File: src/hw/rtl/kefc_pkg.sv
// Shared types, constants and key lookup tables for the keypad event FIFO.
`timescale 1ns / 1ps

package kefc_pkg;

  localparam int FIFO_DEPTH  = 32;
  localparam int PTR_W       = $clog2(FIFO_DEPTH);
  localparam int FILL_W      = 5;
  localparam int CHAR_W      = 7;
  localparam int CODE_W      = 8;
  localparam int NUM_KEYS    = 35;
  localparam int KEY_W       = $clog2(NUM_KEYS);
  localparam int QUEUE_DEPTH = 2;

  localparam logic [CHAR_W-1:0] MARK_SYM   = 7'h1A;
  localparam logic [CHAR_W-1:0] MARK_SHIFT = 7'h19;

  typedef enum logic [2:0] {
    OP_NOP,
    OP_CONSUME,
    OP_SYM,
    OP_SHIFT,
    OP_PUSH
  } op_e;

  typedef struct packed {
    op_e              op;
    logic             level;  // press (1) or release (0) for modifier keys
    logic [KEY_W-1:0] key;
  } cmd_t;

  // Indexed by key number k = code - 1 (release) or code - 129 (press).
  // Each row of the 4x10 layout appears right to left, since column = 9 - k % 10.
  localparam logic [CHAR_W-1:0] BASE_LUT [NUM_KEYS] = '{
    7'h70, 7'h6F, 7'h69, 7'h75, 7'h79, 7'h74, 7'h72, 7'h65, 7'h77, 7'h71,
    7'h08, 7'h6C, 7'h6B, 7'h6A, 7'h68, 7'h67, 7'h66, 7'h64, 7'h73, 7'h61,
    7'h45, 7'h24, 7'h6D, 7'h6E, 7'h62, 7'h76, 7'h63, 7'h78, 7'h7A, 7'h1A,
    7'h20, 7'h1A, 7'h20, 7'h1B, 7'h19
  };

  localparam logic [CHAR_W-1:0] SHIFT_LUT [NUM_KEYS] = '{
    7'h50, 7'h4F, 7'h49, 7'h55, 7'h59, 7'h54, 7'h52, 7'h45, 7'h57, 7'h51,
    7'h08, 7'h4C, 7'h4B, 7'h4A, 7'h48, 7'h47, 7'h46, 7'h44, 7'h53, 7'h41,
    7'h45, 7'h24, 7'h4D, 7'h4E, 7'h42, 7'h56, 7'h43, 7'h58, 7'h5A, 7'h1A,
    7'h20, 7'h1A, 7'h20, 7'h1B, 7'h19
  };

  localparam logic [CHAR_W-1:0] SYM_LUT [NUM_KEYS] = '{
    7'h40, 7'h2B, 7'h2D, 7'h5F, 7'h29, 7'h28, 7'h33, 7'h32, 7'h31, 7'h23,
    7'h08, 7'h22, 7'h27, 7'h3B, 7'h3A, 7'h2F, 7'h36, 7'h35, 7'h34, 7'h2A,
    7'h45, 7'h24, 7'h2E, 7'h2C, 7'h21, 7'h3F, 7'h39, 7'h38, 7'h37, 7'h1A,
    7'h20, 7'h1A, 7'h20, 7'h1B, 7'h19
  };

  function automatic logic [PTR_W-1:0] ptr_bump(input logic [PTR_W-1:0] p);
    return (p == PTR_W'(FIFO_DEPTH - 1)) ? '0 : p + 1'b1;
  endfunction

endpackage

File: src/hw/rtl/kefc_if.sv
// Valid/ready channel interfaces for key events and status results.
`timescale 1ns / 1ps

interface kefc_in_if;
  import kefc_pkg::*;

  logic              valid;
  logic              ready;
  logic              action;
  logic [CODE_W-1:0] event_code;

  modport source (output valid, action, event_code, input ready);
  modport sink (input valid, action, event_code, output ready);
  modport monitor (input valid, ready, action, event_code);
endinterface

interface kefc_out_if;
  import kefc_pkg::*;

  logic              valid;
  logic              ready;
  logic              head_valid;
  logic [CHAR_W-1:0] head_char;
  logic [FILL_W-1:0] fill_count;
  logic              char_pushed;
  logic              oldest_dropped;
  logic              sym_active;
  logic              shift_active;

  modport source (
    output valid, head_valid, head_char, fill_count, char_pushed, oldest_dropped,
           sym_active, shift_active,
    input  ready
  );
  modport sink (
    input  valid, head_valid, head_char, fill_count, char_pushed, oldest_dropped,
           sym_active, shift_active,
    output ready
  );
  modport monitor (
    input valid, ready, head_valid, head_char, fill_count, char_pushed, oldest_dropped,
          sym_active, shift_active
  );
endinterface

File: src/hw/rtl/kefc_ram.sv
// Generic single-write, single-read RAM with registered read data.
`timescale 1ns / 1ps

module kefc_ram #(
  parameter int WIDTH = 8,
  parameter int DEPTH = 32
) (
  input  logic                     clk_i,
  input  logic                     we_i,
  input  logic [$clog2(DEPTH)-1:0] waddr_i,
  input  logic [WIDTH-1:0]         wdata_i,
  input  logic                     re_i,
  input  logic [$clog2(DEPTH)-1:0] raddr_i,
  output logic [WIDTH-1:0]         rdata_o
);

  logic [WIDTH-1:0] mem_q [DEPTH];
  logic [WIDTH-1:0] rdata_q;

  always_ff @(posedge clk_i) begin
    if (we_i) begin
      mem_q[waddr_i] <= wdata_i;
    end
    if (re_i) begin
      rdata_q <= mem_q[raddr_i];
    end
  end

  assign rdata_o = rdata_q;

endmodule

File: src/hw/rtl/kefc_front.sv
// Front end: takes key events and classifies them into back-end commands.
`timescale 1ns / 1ps

module kefc_front (
  kefc_in_if.sink          evt_i,
  output logic             cmd_valid_o,
  output kefc_pkg::cmd_t   cmd_o,
  input  logic             cmd_ready_i
);
  import kefc_pkg::*;

  logic [CODE_W-2:0] low_code;
  logic              key_hit;
  logic [KEY_W-1:0]  key_idx;

  // Releases and presses share the low seven bits; bit 7 marks a press.
  assign low_code = evt_i.event_code[CODE_W-2:0];
  assign key_hit  = (low_code >= 7'd1) && (low_code <= 7'(NUM_KEYS));
  assign key_idx  = KEY_W'(low_code - 7'd1);

  always_comb begin
    cmd_o.op    = OP_NOP;
    cmd_o.level = evt_i.event_code[CODE_W-1];
    cmd_o.key   = '0;
    if (evt_i.action) begin
      cmd_o.op = OP_CONSUME;
    end else if (key_hit) begin
      cmd_o.key = key_idx;
      if (BASE_LUT[key_idx] == MARK_SYM) begin
        cmd_o.op = OP_SYM;
      end else if (BASE_LUT[key_idx] == MARK_SHIFT) begin
        cmd_o.op = OP_SHIFT;
      end else if (evt_i.event_code[CODE_W-1]) begin
        cmd_o.op = OP_PUSH;
      end
    end
  end

  assign cmd_valid_o = evt_i.valid;
  assign evt_i.ready = cmd_ready_i;

endmodule

File: src/hw/rtl/kefc_cmd_queue.sv
// Short command queue between the front end and the back end.
`timescale 1ns / 1ps

module kefc_cmd_queue (
  input  logic           clk_i,
  input  logic           rst_ni,
  input  logic           in_valid_i,
  input  kefc_pkg::cmd_t in_cmd_i,
  output logic           in_ready_o,
  output logic           out_valid_o,
  output kefc_pkg::cmd_t out_cmd_o,
  input  logic           out_ready_i
);
  import kefc_pkg::*;

  localparam int QPTR_W = (QUEUE_DEPTH > 1) ? $clog2(QUEUE_DEPTH) : 1;
  localparam int QCNT_W = $clog2(QUEUE_DEPTH + 1);

  cmd_t              slot_q [QUEUE_DEPTH];
  logic [QPTR_W-1:0] wr_q, wr_d, rd_q, rd_d;
  logic [QCNT_W-1:0] cnt_q, cnt_d;
  logic              push, pop;

  function automatic logic [QPTR_W-1:0] qbump(input logic [QPTR_W-1:0] p);
    return (p == QPTR_W'(QUEUE_DEPTH - 1)) ? '0 : p + 1'b1;
  endfunction

  assign in_ready_o  = (cnt_q != QCNT_W'(QUEUE_DEPTH));
  assign out_valid_o = (cnt_q != '0);
  assign out_cmd_o   = slot_q[rd_q];
  assign push        = in_valid_i && in_ready_o;
  assign pop         = out_valid_o && out_ready_i;

  always_comb begin
    wr_d  = push ? qbump(wr_q) : wr_q;
    rd_d  = pop ? qbump(rd_q) : rd_q;
    cnt_d = cnt_q;
    if (push && !pop) begin
      cnt_d = cnt_q + 1'b1;
    end else if (pop && !push) begin
      cnt_d = cnt_q - 1'b1;
    end
  end

  always_ff @(posedge clk_i or negedge rst_ni) begin
    if (!rst_ni) begin
      wr_q  <= '0;
      rd_q  <= '0;
      cnt_q <= '0;
    end else begin
      wr_q  <= wr_d;
      rd_q  <= rd_d;
      cnt_q <= cnt_d;
    end
  end

  always_ff @(posedge clk_i) begin
    if (push) begin
      slot_q[wr_q] <= in_cmd_i;
    end
  end

endmodule

File: src/hw/rtl/kefc_back.sv
// Back end: modifier flags, character ring and the result register.
`timescale 1ns / 1ps

module kefc_back (
  input  logic           clk_i,
  input  logic           rst_ni,
  input  logic           cmd_valid_i,
  input  kefc_pkg::cmd_t cmd_i,
  output logic           cmd_ready_o,
  kefc_out_if.source     res_o
);
  import kefc_pkg::*;

  localparam int DIFF_W = PTR_W + 1;

  logic [PTR_W-1:0]  wp_q, wp_d, rp_q, rp_d, wp_next;
  logic              sym_q, sym_d, shift_q, shift_d;
  logic              step;
  logic              pushed, dropped;
  logic [CHAR_W-1:0] push_char;
  logic [DIFF_W-1:0] diff;
  logic              bypass;
  logic [CHAR_W-1:0] ram_rdata;

  logic              res_valid_q;
  logic              head_valid_q;
  logic [FILL_W-1:0] fill_q;
  logic              pushed_q, dropped_q;
  logic              byp_q;
  logic [CHAR_W-1:0] byp_char_q;

  assign cmd_ready_o = !res_valid_q || res_o.ready;
  assign step        = cmd_valid_i && cmd_ready_o;
  assign wp_next     = ptr_bump(wp_q);

  always_comb begin
    if (shift_q) begin
      push_char = SHIFT_LUT[cmd_i.key];
    end else if (sym_q) begin
      push_char = SYM_LUT[cmd_i.key];
    end else begin
      push_char = BASE_LUT[cmd_i.key];
    end
  end

  always_comb begin
    wp_d    = wp_q;
    rp_d    = rp_q;
    sym_d   = sym_q;
    shift_d = shift_q;
    pushed  = 1'b0;
    dropped = 1'b0;
    unique case (cmd_i.op)
      OP_CONSUME: begin
        if (wp_q != rp_q) begin
          rp_d = ptr_bump(rp_q);
        end
      end
      OP_SYM:   sym_d   = cmd_i.level;
      OP_SHIFT: shift_d = cmd_i.level;
      OP_PUSH: begin
        pushed = 1'b1;
        wp_d   = wp_next;
        // ring full: advance the read side over the oldest character
        if (wp_next == rp_q) begin
          rp_d    = ptr_bump(rp_q);
          dropped = 1'b1;
        end
      end
      default: ;
    endcase
  end

  assign diff = (wp_d >= rp_d) ? ({1'b0, wp_d} - {1'b0, rp_d})
                               : ({1'b0, wp_d} + DIFF_W'(FIFO_DEPTH) - {1'b0, rp_d});

  // A push into an empty ring makes the new character the head in the same step.
  assign bypass = pushed && (rp_d == wp_q);

  kefc_ram #(
    .WIDTH (CHAR_W),
    .DEPTH (FIFO_DEPTH)
  ) u_store (
    .clk_i   (clk_i),
    .we_i    (step && pushed),
    .waddr_i (wp_q),
    .wdata_i (push_char),
    .re_i    (step),
    .raddr_i (rp_d),
    .rdata_o (ram_rdata)
  );

  always_ff @(posedge clk_i or negedge rst_ni) begin
    if (!rst_ni) begin
      wp_q        <= '0;
      rp_q        <= '0;
      sym_q       <= 1'b0;
      shift_q     <= 1'b0;
      res_valid_q <= 1'b0;
    end else begin
      if (step) begin
        wp_q        <= wp_d;
        rp_q        <= rp_d;
        sym_q       <= sym_d;
        shift_q     <= shift_d;
        res_valid_q <= 1'b1;
      end else if (res_o.ready) begin
        res_valid_q <= 1'b0;
      end
    end
  end

  always_ff @(posedge clk_i) begin
    if (step) begin
      head_valid_q <= (wp_d != rp_d);
      fill_q       <= FILL_W'(diff);
      pushed_q     <= pushed;
      dropped_q    <= dropped;
      byp_q        <= bypass;
      byp_char_q   <= push_char;
    end
  end

  assign res_o.valid          = res_valid_q;
  assign res_o.head_valid     = head_valid_q;
  assign res_o.head_char      = head_valid_q ? (byp_q ? byp_char_q : ram_rdata) : '0;
  assign res_o.fill_count     = fill_q;
  assign res_o.char_pushed    = pushed_q;
  assign res_o.oldest_dropped = dropped_q;
  assign res_o.sym_active     = sym_q;
  assign res_o.shift_active   = shift_q;

endmodule

File: src/hw/rtl/keypad_event_to_char_fifo.sv
// Keypad event decoder feeding a character FIFO: top level.
//
// evt_i carries one item per transfer: action 1 consumes the oldest
// buffered character, action 0 carries a raw key code (1..35 release,
// 129..163 press, anything else ignored). Sym and shift keys only move
// the held modifier flags; other presses push one 7-bit character into a
// ring of FIFO_DEPTH slots (FIFO_DEPTH-1 usable), dropping the oldest
// character when the ring is full.
// res_o returns exactly one status item per input transfer: head character,
// fill level, push/drop flags and the modifier flags after that item.
// A result passes the command queue and then the result register to res_o.
// Throughput: one item per cycle while res_o is not stalled, set by the
// single back-end step that updates the ring pointers and the store RAM.
// A two-entry command queue and the result register decouple the sides:
// when res_o stalls the queue takes at most two more transfers, then
// evt_i.ready drops until the waiting result is taken. Reset empties the
// ring, clears both modifiers and the queue; the store needs no clearing pass.
`timescale 1ns / 1ps

module keypad_event_to_char_fifo (
  input  logic       clk_i,
  input  logic       rst_ni,
  kefc_in_if.sink    evt_i,
  kefc_out_if.source res_o
);
  import kefc_pkg::*;

  logic front_valid, front_ready;
  cmd_t front_cmd;
  logic back_valid, back_ready;
  cmd_t back_cmd;

  kefc_front u_front (
    .evt_i       (evt_i),
    .cmd_valid_o (front_valid),
    .cmd_o       (front_cmd),
    .cmd_ready_i (front_ready)
  );

  kefc_cmd_queue u_queue (
    .clk_i       (clk_i),
    .rst_ni      (rst_ni),
    .in_valid_i  (front_valid),
    .in_cmd_i    (front_cmd),
    .in_ready_o  (front_ready),
    .out_valid_o (back_valid),
    .out_cmd_o   (back_cmd),
    .out_ready_i (back_ready)
  );

  kefc_back u_back (
    .clk_i       (clk_i),
    .rst_ni      (rst_ni),
    .cmd_valid_i (back_valid),
    .cmd_i       (back_cmd),
    .cmd_ready_o (back_ready),
    .res_o       (res_o)
  );

endmodule

File: src/flat_wrapper.sv
// flat-port wrapper written by rule: the top's interface ports become plain ports
module keypad_event_to_char_fifo_flat import kefc_pkg::*;
  (clk_i, rst_ni, evt_i_valid, evt_i_action, evt_i_event_code, evt_i_ready, res_o_valid, res_o_head_valid, res_o_head_char, res_o_fill_count, res_o_char_pushed, res_o_oldest_dropped, res_o_sym_active, res_o_shift_active, res_o_ready);
  kefc_in_if evt_i_i ();
  kefc_out_if res_o_i ();
  input  logic clk_i;
  input  logic rst_ni;
  input wire logic [$bits(evt_i_i.valid)-1:0] evt_i_valid;
  input wire logic [$bits(evt_i_i.action)-1:0] evt_i_action;
  input wire logic [$bits(evt_i_i.event_code)-1:0] evt_i_event_code;
  output wire logic [$bits(evt_i_i.ready)-1:0] evt_i_ready;
  output wire logic [$bits(res_o_i.valid)-1:0] res_o_valid;
  output wire logic [$bits(res_o_i.head_valid)-1:0] res_o_head_valid;
  output wire logic [$bits(res_o_i.head_char)-1:0] res_o_head_char;
  output wire logic [$bits(res_o_i.fill_count)-1:0] res_o_fill_count;
  output wire logic [$bits(res_o_i.char_pushed)-1:0] res_o_char_pushed;
  output wire logic [$bits(res_o_i.oldest_dropped)-1:0] res_o_oldest_dropped;
  output wire logic [$bits(res_o_i.sym_active)-1:0] res_o_sym_active;
  output wire logic [$bits(res_o_i.shift_active)-1:0] res_o_shift_active;
  input wire logic [$bits(res_o_i.ready)-1:0] res_o_ready;
  assign evt_i_i.valid = evt_i_valid;
  assign evt_i_i.action = evt_i_action;
  assign evt_i_i.event_code = evt_i_event_code;
  assign evt_i_ready = evt_i_i.ready;
  assign res_o_valid = res_o_i.valid;
  assign res_o_head_valid = res_o_i.head_valid;
  assign res_o_head_char = res_o_i.head_char;
  assign res_o_fill_count = res_o_i.fill_count;
  assign res_o_char_pushed = res_o_i.char_pushed;
  assign res_o_oldest_dropped = res_o_i.oldest_dropped;
  assign res_o_sym_active = res_o_i.sym_active;
  assign res_o_shift_active = res_o_i.shift_active;
  assign res_o_i.ready = res_o_ready;
  keypad_event_to_char_fifo u_core (.clk_i(clk_i), .rst_ni(rst_ni), .evt_i(evt_i_i), .res_o(res_o_i));
endmodule
File: config.mk
export PLATFORM = sky130hd
export DESIGN_NAME = keypad_event_to_char_fifo_flat
export DESIGN_NICKNAME = d
export VERILOG_FILES = /design/src/hw/rtl/kefc_pkg.sv /design/src/hw/rtl/kefc_if.sv /design/src/hw/rtl/kefc_ram.sv /design/src/hw/rtl/kefc_front.sv /design/src/hw/rtl/kefc_cmd_queue.sv /design/src/hw/rtl/kefc_back.sv /design/src/hw/rtl/keypad_event_to_char_fifo.sv /design/src/flat_wrapper.sv
export SDC_FILE = /design/constraint.sdc
export NUM_CORES = 1
export LEC_CHECK = 0
export BUFFER_PORTS_ARGS = -buffer_cell sky130_fd_sc_hd__buf_2
export CORE_MARGIN = 2
export CORE_UTILIZATION = 37
export CTS_CLUSTER_DIAMETER = 150
export DETAILED_ROUTE_END_ITERATION = 16
export HOLD_SLACK_MARGIN = 0.06
export SETUP_SLACK_MARGIN = 0.15
export SYNTH_ARGS = -nofsm -noshare
export SYNTH_HDL_FRONTEND = slang
export SYNTH_HIERARCHICAL = 1
export SYNTH_SLANG_ARGS = --single-unit
File: constraint.sdc
create_clock -name clk_i -period 9.7 [get_ports clk_i]
set_input_delay 1.94 -clock clk_i [delete_from_list [all_inputs] [get_ports clk_i]]
set_output_delay 1.94 -clock clk_i [all_outputs]
set_load 0.05 [all_outputs]
== After elaboration in Yosys (flattened, before gate mapping) ==
Memories as Yosys holds them, arrays and structs flattened. A register that Yosys moved wholly into a read port is not among the register bits.
Cells that the tools add are included.

* Register bits: 33
* Latch bits: 0
* Bits in writable memories: 244
* Memory bits (read-only): 1792
* Output and inout bits: 19
* Memories: 6

* Add/sub/neg operators: 10
* Multiply operators: 0
* Div/mod/pow operators: 0
* $lt $le $gt $ge: 5
* Equality and inequality tests: 13
* Shifts and indexed selects: 0
* Mux-type cells: 38
* Bitwise operators: 2
* Reduce and logical (&&, ||, !) cells: 16

{| class="wikitable"
|+ Memory list
! memory !! depth !! width !! rd ports !! clocked after Yosys merged registers in !! wr ports !! line !! source
|-
| (no name shown) || 64 || 7 || 1 || 0 || 0 || kefc_front.sv:31 || <nowiki>end else if (BASE_LUT[key_idx] == MARK_SHIFT) begin</nowiki>
|-
| (no name shown) || 64 || 7 || 1 || 0 || 0 || kefc_back.sv:42 || <nowiki>push_char = BASE_LUT[cmd_i.key];</nowiki>
|-
| (no name shown) || 64 || 7 || 1 || 0 || 0 || kefc_back.sv:40 || <nowiki>push_char = SYM_LUT[cmd_i.key];</nowiki>
|-
| (no name shown) || 64 || 7 || 1 || 0 || 0 || kefc_back.sv:38 || <nowiki>push_char = SHIFT_LUT[cmd_i.key];</nowiki>
|-
| u_core.u_back.u_store.mem_q || 32 || 7 || 1 || 1 || 1 || kefc_ram.sv:17 || <nowiki>logic [WIDTH-1:0] mem_q [DEPTH];</nowiki>
|-
| u_core.u_queue.slot_q || 2 || 10 || 1 || 0 || 1 || kefc_cmd_queue.sv:19 || <nowiki>cmd_t slot_q [QUEUE_DEPTH];</nowiki>
|}

{| class="wikitable"
|+ Operator list
! kind !! count
|-
| 7-bit 2-to-1 mux || 12
|-
| 5-bit 2-to-1 mux || 6
|-
| 5-bit by 1-bit adder with 5-bit output, second input constant || 3
|-
| 3-bit 2-to-1 mux || 5
|-
| 7-bit by 5-bit equality test with 1-bit output, second input constant || 2
|-
| 7-bit greater-or-equal comparator, second input constant || 2
|-
| 6-bit NOT with 7-bit output || 2
|-
| 6-bit 2-to-1 mux || 2
|-
| 5-bit equality test || 2
|-
| 5-bit equality test, second input constant || 2
|-
| 1-bit 2-to-1 mux || 10
|-
| 5-bit inequality test || 2
|-
| 5-bit one-hot mux with 2 select lines || 1
|-
| 5-bit subtractor || 2
|-
| 7-bit by 1-bit greater-or-equal comparator with 1-bit output, second input constant || 1
|-
| 7-bit by 6-bit less-or-equal comparator with 1-bit output, second input constant || 1
|-
| 1-bit logical AND || 7
|-
| 3-bit by 2-bit equality test with 1-bit output, second input constant || 2
|-
| 2-bit nonzero test || 3
|-
| 6-bit by 1-bit subtractor with 6-bit output, second input constant || 1
|-
| 5-bit greater-or-equal comparator || 1
|-
| 2-bit 2-to-1 mux || 2
|-
| 2-bit AND reduction || 2
|-
| 3-bit by 1-bit equality test with 1-bit output, second input constant || 1
|-
| other kinds (7) || 10
|}

== Logic depth before layout (Yosys ltp) ==
Gate-level depths: netlist of the first run.

* Depth after elaboration: 10
* Mapped depth: 15

== Modules after synthesis ==
The synthesis of the first run kept the hierarchy.

{| class="wikitable"
|+ Modules (own cells, without submodules)
! module !! instances !! cells each !! area an instance (µm²) !! sequential area each (µm²)
|-
| kefc_ram || 1 || 370 || 8903.5 || 6936.7
|-
| kefc_back || 1 || 320 || 2648.8 || 805.8
|-
| kefc_cmd_queue || 1 || 49 || 932.1 || 700.7
|-
| kefc_front || 1 || 97 || 634.4 || 0.0
|}

== Worst setup path before layout of the first run ==
Ideal clock, no wire load.

* Path kind: reg-to-reg
* Start: reg u_core.u_back.wp_q[1]
* End: reg u_core.u_back.u_store.rdata_q[0], in the netlist u_core/u_back/u_store/rdata_o[0] (read register of u_core.u_back.u_store.mem_q), data pin
* Arrival time: 4.384 ns
* Setup slack: 5.056 ns
* Stages on the path, launching flop included: 15
* Buffers on the path: 3
* Period minus slack after synthesis: 4.644 ns
* Cells stage by stage: dfrtp_1 ha_1 and3_1 ha_1 clkbuf_1 or4b_1 o311ai_2 a31oi_4 or4b_4 nand2_4 clkbuf_1 clkbuf_1 mux4_2 mux4_2 mux2_2

* Longest elaborated chain between the ends: 5

{| class="wikitable"
|+ Ends and longest elaborated chain
! item !! line !! source
|-
| start: declaration || kefc_back.sv:16 || <nowiki>logic [PTR_W-1:0] wp_q, wp_d, rp_q, rp_d, wp_next;</nowiki>
|-
| start signal: assignment || kefc_back.sv:102 || <nowiki>wp_q <= wp_d;</nowiki>
|-
| 5-bit by 1-bit adder with 5-bit output or 5-bit equality test (tied branches) || kefc_pkg.sv:56 || <nowiki>return (p == PTR_W'(FIFO_DEPTH - 1)) ? '0 : p + 1'b1;</nowiki>
|-
| 5-bit 2-to-1 mux || kefc_pkg.sv:56 ||
|-
| 5-bit equality test || kefc_back.sv:65 || <nowiki>if (wp_next == rp_q) begin</nowiki>
|-
| 5-bit 2-to-1 mux || kefc_back.sv:65 ||
|-
| 5-bit one-hot mux with 2 select lines * || kefc_back.sv:53 || <nowiki>unique case (cmd_i.op)</nowiki>
|-
| named net u_core.u_back.rp_d[2] || kefc_back.sv:16 ||
|-
| end: declaration || kefc_ram.sv:18 || <nowiki>logic [WIDTH-1:0] rdata_q;</nowiki>
|}

The timed path passes the listed nets; every way through them passes the cells marked *.
A chain may end at the register's enable or synchronous reset.

== Final worst setup path of the first run ==
* Start: reg u_core.u_back.wp_q[0]
* End: reg u_core.u_back.u_store.rdata_q[0], in the netlist u_core/u_back/u_store/rdata_o[0] (read register of u_core.u_back.u_store.mem_q), data pin

The elaborated chain is that of the path after synthesis.

==> results of run 1 <==
[layout by cell type (no fill, tap or decap), types with 17 or more instances in the layout]
| cell | netlist | layout |
|---|---|---|
| dfrtp_1 | 17 | 17 |
| nor2_1 | 79 | 79 |
| ha_1 | 21 | 21 |
| xor2_1 | 18 | 18 |
| edfxtp_1 | 267 | 267 |
| o21ai_0 | 31 | 26 |
| a21oi_1 | 31 | 30 |
| clkbuf_16 | 0 | 29 |
| buf_2 | 6 | 31 |
| inv_1 | 19 | 19 |
| mux4_2 | 71 | 71 |
| mux2_2 | 27 | 26 |
| nand2_1 | 40 | 40 |
[power by group]
part	switching [W]	total (W)	internal, W
registers	0.0000930	0.00186	0.00177
logic	0.00124	0.00198	0.000740
clock network	0.000434	0.00102	0.000581
[worst reg2reg max path: cells and delay by family, from the launching register on]
family | cells | cell delay (ns)
buf+inv | 1 | 0.65
compound gates | 1 | 0.35
flops | 1 | 0.60
simple gates | 2 | 0.26
mux | 5 | 2.39
xor+xnor | 1 | 0.20
fa+ha+maj | 2 | 0.60
[metrics by stage]
stage / worst slack, ns / hold slack, ns
floorplan: 5.06 / 0.461
global placement: 4.48 / 0.481
detailed placement: 4.38 / 0.480
CTS: 4.36 / 0.492
global route: 3.99 / 0.529
finish: 4.40 / 0.492
[cells in the mapped netlist, types with 6 or more instances]
cell      number  area, um2
mux2i_1       11        110
xor2_1        18        158
a211oi_1       8       60.1
buf_1          6       22.5
dfrtp_1       17        425
nand2_1       40        150
and3_1         8       50.1
nor3_1        10       50.1
inv_1         19       71.3
o21ai_0       31        155
a31oi_1        8       50.1
nand2b_1      13       81.3
a21oi_1       31        155
o31ai_1        6       45.0
ha_1          21        263
clkbuf_1      27        101
mux4_2        71       1600
nor2_1        79        297
nand3_1       12       60.1
edfxtp_1     267       8020
buf_6          6       67.6
nor2b_1       13       81.3
mux2_2        27        304
xnor2_1        9       78.8
buf_2          6       30.0
[layout make-up]
cell class	count	area, um2	share of cell area [%]
clock buffer	38	769	5.29
sequential	284	8440	58.0
multi-input combinational	483	4410	30.3
tap	455	569	3.91
inverter	19	71.3	0.490
clock inverter	14	93.8	0.645
timing repair buffer	37	200	1.38
[state kept, by name, indices dropped and copies added, names as in the netlist]
| signal | cells |
|---|---|
| u_core/u_queue/wr_q | 1 |
| u_core/u_back/u_store/rdata_o | 7 |
| u_core/u_back/res_o.oldest_dropped | 1 |
| u_core/u_back/res_o.char_pushed | 1 |
| u_core/u_back/byp_q | 1 |
| u_core/u_back/res_o.sym_active | 1 |
| u_core/u_queue/slot_q | 20 |
| u_core/u_back/res_o.shift_active | 1 |
| u_core/u_back/u_store/mem_q | 224 |
| u_core/u_back/rp_q | 5 |
| u_core/u_queue/cnt_q | 2 |
| u_core/u_back/res_o.fill_count | 5 |
| u_core/u_back/byp_char_q | 7 |
| u_core/u_back/wp_q | 5 |
| u_core/u_queue/rd_q | 1 |
| u_core/u_back/res_o.valid | 1 |
| u_core/u_back/res_o.head_valid | 1 |
[layer usage]
metal,up-vias,track usage [%],share of wire (%)
met5,-,0,0
met4,0,3.02,1.5
li1,3283,-,-
met3,32,2.33,5.5
met1,3702,21.6,45
met2,200,25.5,48
[cell families (layout without fill, tap and decap cells)]
| kind of cell | after synthesis | after routing | share of synthesized area (%) |
|---|---|---|---|
| fa+ha+maj | 23 | 23 | 2.23 |
| xor+xnor | 27 | 27 | 1.80 |
| buf+inv | 69 | 108 | 2.52 |
| mux | 109 | 109 | 15.3 |
| flops | 284 | 284 | 64.4 |
| compound gates | 114 | 114 | 5.64 |
| simple gates | 210 | 210 | 8.11 |
[how the worst min path moves through the flow]
stage	startpoint	to	slack (ns)
detailed placement	u_core/u_queue/wr_q	u_core/u_queue/wr_q	0.48
floorplan	u_core/u_queue/wr_q	u_core/u_queue/wr_q	0.46
finish	u_core/u_queue/wr_q	u_core/u_queue/wr_q	0.49
global route	u_core/u_queue/wr_q	u_core/u_queue/wr_q	0.53
CTS	u_core/u_queue/wr_q	u_core/u_queue/wr_q	0.49
global placement	u_core/u_queue/wr_q	u_core/u_queue/wr_q	0.48
==> summary by stage, run 1 <==
Worst setup path
The setup slack of the most critical reg-to-reg path is 4.40 ns. The worst reg2reg path endpoint is u_core/u_back/u_store/rdata_o[0]. Together, buffers and inverters on the worst path number 1. Measured in cells, the most critical reg-to-reg path has a length of 12. The cell count along the critical path is 12. STA classifies the critical path endpoint as a flop. On the critical path the largest part of the delay comes from multiplexers. Following the worst setup path forward leads to its endpoint at u_core/u_back/u_store/rdata_o[0]. The signal on the critical path passes through ha_1 -> and3_1 -> ha_1 -> nor2b_1 -> mux2i_1 -> xor2_1 -> a31oi_4 -> mux2_4 -> buf_4 -> mux4_2 -> mux4_2 -> mux2_2. The arrival time at the worst endpoint is 5.58 ns. Data on the critical path is required at its endpoint by 9.98 ns. The biggest fanout along the worst timing path is 31. The critical path start-end classification is flop to flop. The cell type of the slowest stage on the worst timing path is buf_4. STA classifies the critical path startpoint as a flop. The launch instance of the worst register-to-register path is u_core/u_back/wp_q[0]. The longest individual stage delay on the worst path is 0.62 ns. The beginning of the critical path is u_core/u_back/wp_q[0].

Yosys
Synthesis produced 836 cells. The post-synth net total is 871. The number of different library cells in the post-synthesis netlist is 68. The total standard cell area after synthesis is 0.0131 mm2. In the synthesized netlist the async set-or-reset flop fraction comes to 5.99%. For this run, the number of Yosys warnings is 6. The count of flip-flops with a built-in enable after synthesis is 267. Among all flip-flop cells after synthesis, the most frequent one is edfxtp_1. The number of register bits inferred by synthesis is 284.

After synthesis, flip-flops and latches occupy 64.4% of the total area. Dividing the synthesized area by the synthesized cell count gives 15.7 um2.

Timing
The count of pins over their slew limit is 0. Setup repair after global routing left no endpoint under its margin. The share of the cycle needed by the critical path after routing is 54.7%.

The transition time of the tightest slew-check pin is 1.30 ns. In the final timing run, aggregate negative setup slack is 0 ns. The highest clock frequency the design can meet is 0.189 GHz. The final setup violation count is 0. The hold violation total from the final report is 0.

The worst slew margin relative to its limit is 12.1%. The shortest period the worst path allows is 5.30 ns. On the final layout, the worst clock skew is 0.00722 ns.

Global routing
Entering global routing, the biggest net connects 61 pins. After global routing the overflow that remains totals 0. The first global-routing pass estimated 43,400 um of wire. The initial antenna violation count is 0. The number of global-route vias before repair was 7,173. The total routing usage reported by global routing is 15.4%.

Floorplanning
The starting utilization of the core area is 37.8%. The area of the placeable core is 0.0347 mm2. In this run the core area contains 68 standard-cell rows.

The die covers 0.0370 mm2. The count of pins on the block boundary is 32. The y dimension of the die is 192 um. The overall die width is 192 um.

Min path
The hold path depth is 1. The path class of the tightest hold or removal check is flop to flop.

Placed design
The count of buffers inserted at the top-level ports is 31. The placed instances occupy a cell area of 0.0137 mm2. The congestion estimate from routability-driven global placement came to 0.785. The post-detailed-placement half-perimeter wirelength is 17,800 um. The number of placed instances, taps included, is 1,278.

Routing
After detailed routing, the total wire length is 28,000 um. The first-pass detailed-route iteration total is 5. The number of vias in the routed layout is 7,217. After detailed routing, the number of vias per cell comes to 5.43. The post-route antenna net violation count is 0. For this block, the initial DRC count from the detailed router was 613.

In the final routed layout, each cell accounts on average for 21.1 um. The DRC violation count after routing is 0.

Clock tree
The clock-pin transition on the worst setup and hold timing paths is 0.07 ns. The CTS tree is built. The number of clock buffers added by TritonCTS is 28. The H-tree depth is 1. The clock passes through at most 3 buffers.

Post-CTS repair changed the size of 0 cells. The clock latency on the worst-skew pair is 0.53 ns. The total clock sinks is 284. The number of buffers inserted for hold repair after clock tree synthesis is 0. The post-CTS repair timing setup buffer count is 0. The root buffer cell chosen for the clock tree is clkbuf_16.

Power
After layout, the design draws a total of 0.00486 W. The standby leakage power is 4.89 nW. In this run the power density over the cells is 334 mW/mm2. IR analysis of the VDD net gives a maximum drop of 0.198 mV.

Final layout
The post-route netlist has 23.3% of its cells at a drive strength greater than 1. The final layout contains 888 nets. The antenna diode instance count is 0. Excluding fillers, the count of instances in the completed layout stands at 1,330. The number of filler cells placed in the layout is 3,132. Relative to the synthesized area, the layout overhead comes to 10.9%.

The post-route cell area is 0.0146 mm2. For this run, the share of the core covered by cells in the final layout is 41.9%.

Run
The number of maximum-capacitance constraint violations is 0.

Run status
The flow ran to the end, and the final reports show no timing, DRC or antenna violations.
Power figures use the tool's default switching activity.
==> run 2: changes to the inputs <==
ABC_AREA = 1   (was unset)
clock period = 5.5 ns   (was 9.7 ns; I/O delays follow)
==> run 2 against run 1 <==
Compared with the run above: combinational power grew 120%; sequential share of layout area shrank 3.8 points; critical path depth rose by 13; wire length is 18% higher; clock-buffer cell count fell by 6; die area increased by 6.2%; non-clock buffer count up 10; critical path type unchanged; maximum frequency is 27% higher; sequential power grew 82%.
==> summary by stage, run 2 <==
Run status
Status: finished, final reports clean (unchanged).

Floorplanning
The count of pins on the block boundary came to 32 (unchanged). The area of the placeable core came to 0.0374 mm2 (was 0.0347 mm2). The overall die area was 0.0393 mm2 (was 0.0370 mm2). The y dimension of the die is 198 um (was 192 um). The overall die width was 198 um (was 192 um). The starting utilization of the core area is 37.3% (was 37.8%). The site row count is 71 (was 68).

Global routing
The total routing usage reported by global routing came to 16.9% (was 15.4%). The pin count of the biggest net entering global routing is 115 (was 61). The number of global-route vias before repair came to 9,485 (was 7,173). The initial antenna violation count came to 0 (unchanged). The total global routing overflow is 0 (unchanged). The wire length of the first global-routing pass is 52,200 um (was 43,400 um).

Yosys
The share of the yosys chip area belonging to registers is 60.5% (was 64.4%). The total standard cell area after synthesis was 0.0139 mm2 (was 0.0131 mm2). The number of different library cells in the post-synthesis netlist is 54 (was 68). The most numerous cell in the Yosys netlist is nand2_1 (was edfxtp_1). The post-synthesis async set-or-reset flop share is 5.99% (unchanged). The post-synth net total is 1,455 (was 871).

Synth cell count leaders: 470 x nand2_1, 267 x edfxtp_1, 230 x nand3_1 (was 267 x edfxtp_1, 79 x nor2_1, 71 x mux4_2). The number of warnings reported in the yosys synthesis log is 6 (unchanged). The predominant post-synthesis flop cell is edfxtp_1 (unchanged). The cell type with the largest total area after synthesis is edfxtp_1 (unchanged). The number of register bits inferred by synthesis came to 284 (unchanged). The area share of the largest cell type after synthesis came to 57.5% (was 61.1%). The post-synthesis instance total is 1,420 (was 836). The average cell area after synthesis is 9.82 um2 (was 15.7 um2). The count of flip-flops with a built-in enable after synthesis is 267 (unchanged). Leading post-synthesis cells by cell area: edfxtp_1 57%, nand2_1 13%, nand3_1 8.3% (was edfxtp_1 61%, mux4_2 12%, dfrtp_1 3.2%).

Placed design
The routability congestion estimate is 0.899 (was 0.785). The post-detailed-placement half-perimeter wirelength came to 20,800 um (was 17,800 um). The count of buffers inserted at the top-level ports was 31 (unchanged).

The number of placed instances with taps included is 1,914 (was 1,278).

Routing
The ratio of routed vias to standard cells is 5.03 (was 5.43). The post-route antenna net violation count is 0 (unchanged). The first-pass detailed-route iteration total was 6 (was 5). The routed wirelength normalized by instance count is 16.8 um (was 21.1 um).

The DRC marker count from the first detailed-route iteration is 922 (was 613). The number of vias in the routed layout came to 9,903 (was 7,217). The DRC violation count after routing is 0 (unchanged). The post-detailed-routing wire length is 33,000 um (was 28,000 um).

Final layout
The post-layout net count is 1,470 (was 888). The area growth from synthesis to final layout came to 11.6% (was 10.9%). Leading registers by flop count: u_core/u_back/u_store/mem_q: 224 flops, u_core/u_queue/slot_q: 20 flops (unchanged). The post-layout instance count excluding filler cells is 1,969 (was 1,330).

The fraction of the core area covered by cells at the end of the flow came to 41.6% (was 41.9%). The number of flip-flops under the largest register name is 224 (unchanged). The largest register by flop count was u_core/u_back/u_store/mem_q (unchanged).

The proportion of layout cells with a drive suffix above 1 came to 11.2% (was 23.3%). The most common cell after layout, fill and taps aside is nand2_1 (was edfxtp_1). Most frequent cells in the layout: 470 x nand2_1, 267 x edfxtp_1, 230 x nand3_1 (was 267 x edfxtp_1, 79 x nor2_1, 71 x mux4_2). The number of filler cells placed in the layout is 3,571 (was 3,132). The antenna diode instance count came to 0 (unchanged).

Power
The post-route total power is 0.0100 W (was 0.00486 W). The standby leakage power is 6.05 nW (was 4.89 nW). The power density over the cells came to 643 mW/mm2 (was 334 mW/mm2). The worst IR drop on VDD is 0.387 mV (was 0.198 mV).

Clock tree
The number of buffers inserted for hold repair after clock tree synthesis is 0 (unchanged). The CTS tree is built (unchanged). The clock tree buffer depth is 3 (unchanged). The clock latency on the worst-skew pair is 0.58 ns (was 0.53 ns). The total clock sinks was 284 (unchanged). The H-tree depth was 1 (unchanged). The clock-pin transition on the worst setup and hold timing paths is 0.07 ns (about the same). The clock buffer count from CTS is 30 (was 28). The CTS root buffer is clkbuf_16 (unchanged). The post-CTS repair timing setup buffer count is 0 (unchanged). The number of gates resized after CTS came to 0 (unchanged).

Timing
The worst hold slack after final layout came to 0.465 ns (was 0.492 ns). The hold violation total from the final report was 0 (unchanged). The worst slew margin relative to its limit is 43.1% (was 12.1%). Unrepaired setup endpoints after global routing: false (unchanged). The final setup violation count came to 0 (unchanged). The final total negative setup slack was 0 ns (unchanged).

The count of pins over their slew limit is 0 (unchanged). The share of the cycle needed by the critical path after routing is 75.8% (was 54.7%). The transition time of the tightest slew-check pin came to 0.850 ns (was 1.30 ns). The maximum clock skew at final layout is 0.0265 ns (was 0.00722 ns). The highest clock frequency the design can meet came to 0.240 GHz (was 0.189 GHz).

The shortest period the worst path allows is 4.17 ns (was 5.30 ns).

Worst setup path
The biggest fanout along the worst timing path is 63 (was 31). The required time reported for the critical path endpoint is 5.95 ns (was 9.98 ns). The critical path start-end classification is flop to flop (unchanged). The arrival time at the worst endpoint is 4.62 ns (was 5.58 ns). The kind of end point of the critical path was a flop (unchanged). The nature of the critical path startpoint is a flop (unchanged).

Min path
The type of the most critical hold path is input pin to async pin (was flop to flop).

Run
The number of maximum-capacitance constraint violations is 0 (unchanged).
run 2: cell types whose count changed in the layout (fill, tap and decap cells not counted), sizes merged, moves of 10 or more:
cell / previous run / this run
a21oi: 31 / 18
a31oi: 10 / 0
buf: 37 / 47
inv: 20 / 90
mux2: 27 / 0
mux2i: 11 / 0
mux4: 71 / 0
nand2: 42 / 496
nand2b: 14 / 0
nand3: 12 / 239
nand4: 0 / 13
nor2: 80 / 109
nor2b: 13 / 0
o21ai: 32 / 44
run 2: cell families after synthesis:
group / synth area share [%]
adders and majority gates: 2.03
and+or+nand+nor: 27.4
xor gates and xnor gates: 0.996
buffers and inverters: 5.58
AOI/OAI and AO/OA: 3.45
DFF: 60.5
run 2: worst paths after layout:
path | cells after the start | startpoint | endpoint | slack (ns)
min in group clk_i | 1 | u_core/u_queue/cnt_q[0] | u_core/u_queue/cnt_q[0] | 0.52
hold reg to reg | 1 | u_core/u_queue/cnt_q[0] | u_core/u_queue/cnt_q[0] | 0.52
max in group asynchronous | 1 | rst_ni | u_core/u_back/rp_q[4] | 4.74
hold / removal | 1 | rst_ni | u_core/u_back/rp_q[1] | 0.46
setup / recovery | 25 | u_core/u_back/wp_q[0] | u_core/u_back/u_store/rdata_o[2] | 1.33
setup reg to reg | 25 | u_core/u_back/wp_q[0] | u_core/u_back/u_store/rdata_o[2] | 1.33
run 2: routing by layer:
metal  wire (um)  global-route usage (%)  part of all wire, %
met5           0                       0                    0
met1       15000                    23.7                   45
met4         940                    5.07                  2.8
met2       15400                    27.5                   47
met3        1730                    2.11                  5.2
run 2: stage by stage:
step,setup slack (ns),instance area (um2)
3_3_place_gp,1.43,14500
4_1_cts,1.36,15600
3_5_place_dp,1.36,14500
2_1_floorplan,2.34,13900
5_1_grt,0.966,15600
6_report,1.33,15600
run 2: critical path: stages (launching register included):
cell and delay [ns]:
dfrtp_1 0.60, ha_1 0.26, nand2_2 0.08, nor2_1 0.11, ha_1 0.18, inv_1 0.13
nand2_4 0.09, nor2_1 0.04, nor2_1 0.10, nand2_1 0.09, nor2_4 0.16, nand4_4 0.14
nand2_2 0.14, nand2_1 0.06, nand2_1 0.13, clkinv_2 0.11, inv_4 0.52, buf_12 0.33
nand2_1 0.08, nand3_1 0.08, nand3_1 0.10, nand2_1 0.11, nand2_1 0.09, nand2_1 0.12
nand2_1 0.09, nand2_1 0.09
run 2: area by class of cell:
cell class | count | area, um2 | share of cell area, %
Tap cell | 511 | 639 | 4.11
Multi-Input combinational cell | 982 | 4740 | 30.4
Clock buffer | 32 | 758 | 4.87
Sequential cell | 284 | 8440 | 54.2
Timing Repair Buffer | 47 | 300 | 1.93
Inverter | 90 | 349 | 2.24
Clock inverter | 23 | 340 | 2.19
run 2: power by group:
group	total, W	switching (W)	internal (W)
clock	0.00222	0.000848	0.00137
sequential	0.00338	0.000172	0.00321
combinational	0.00441	0.00329	0.00112
total	0.0100	0.00431	0.00570
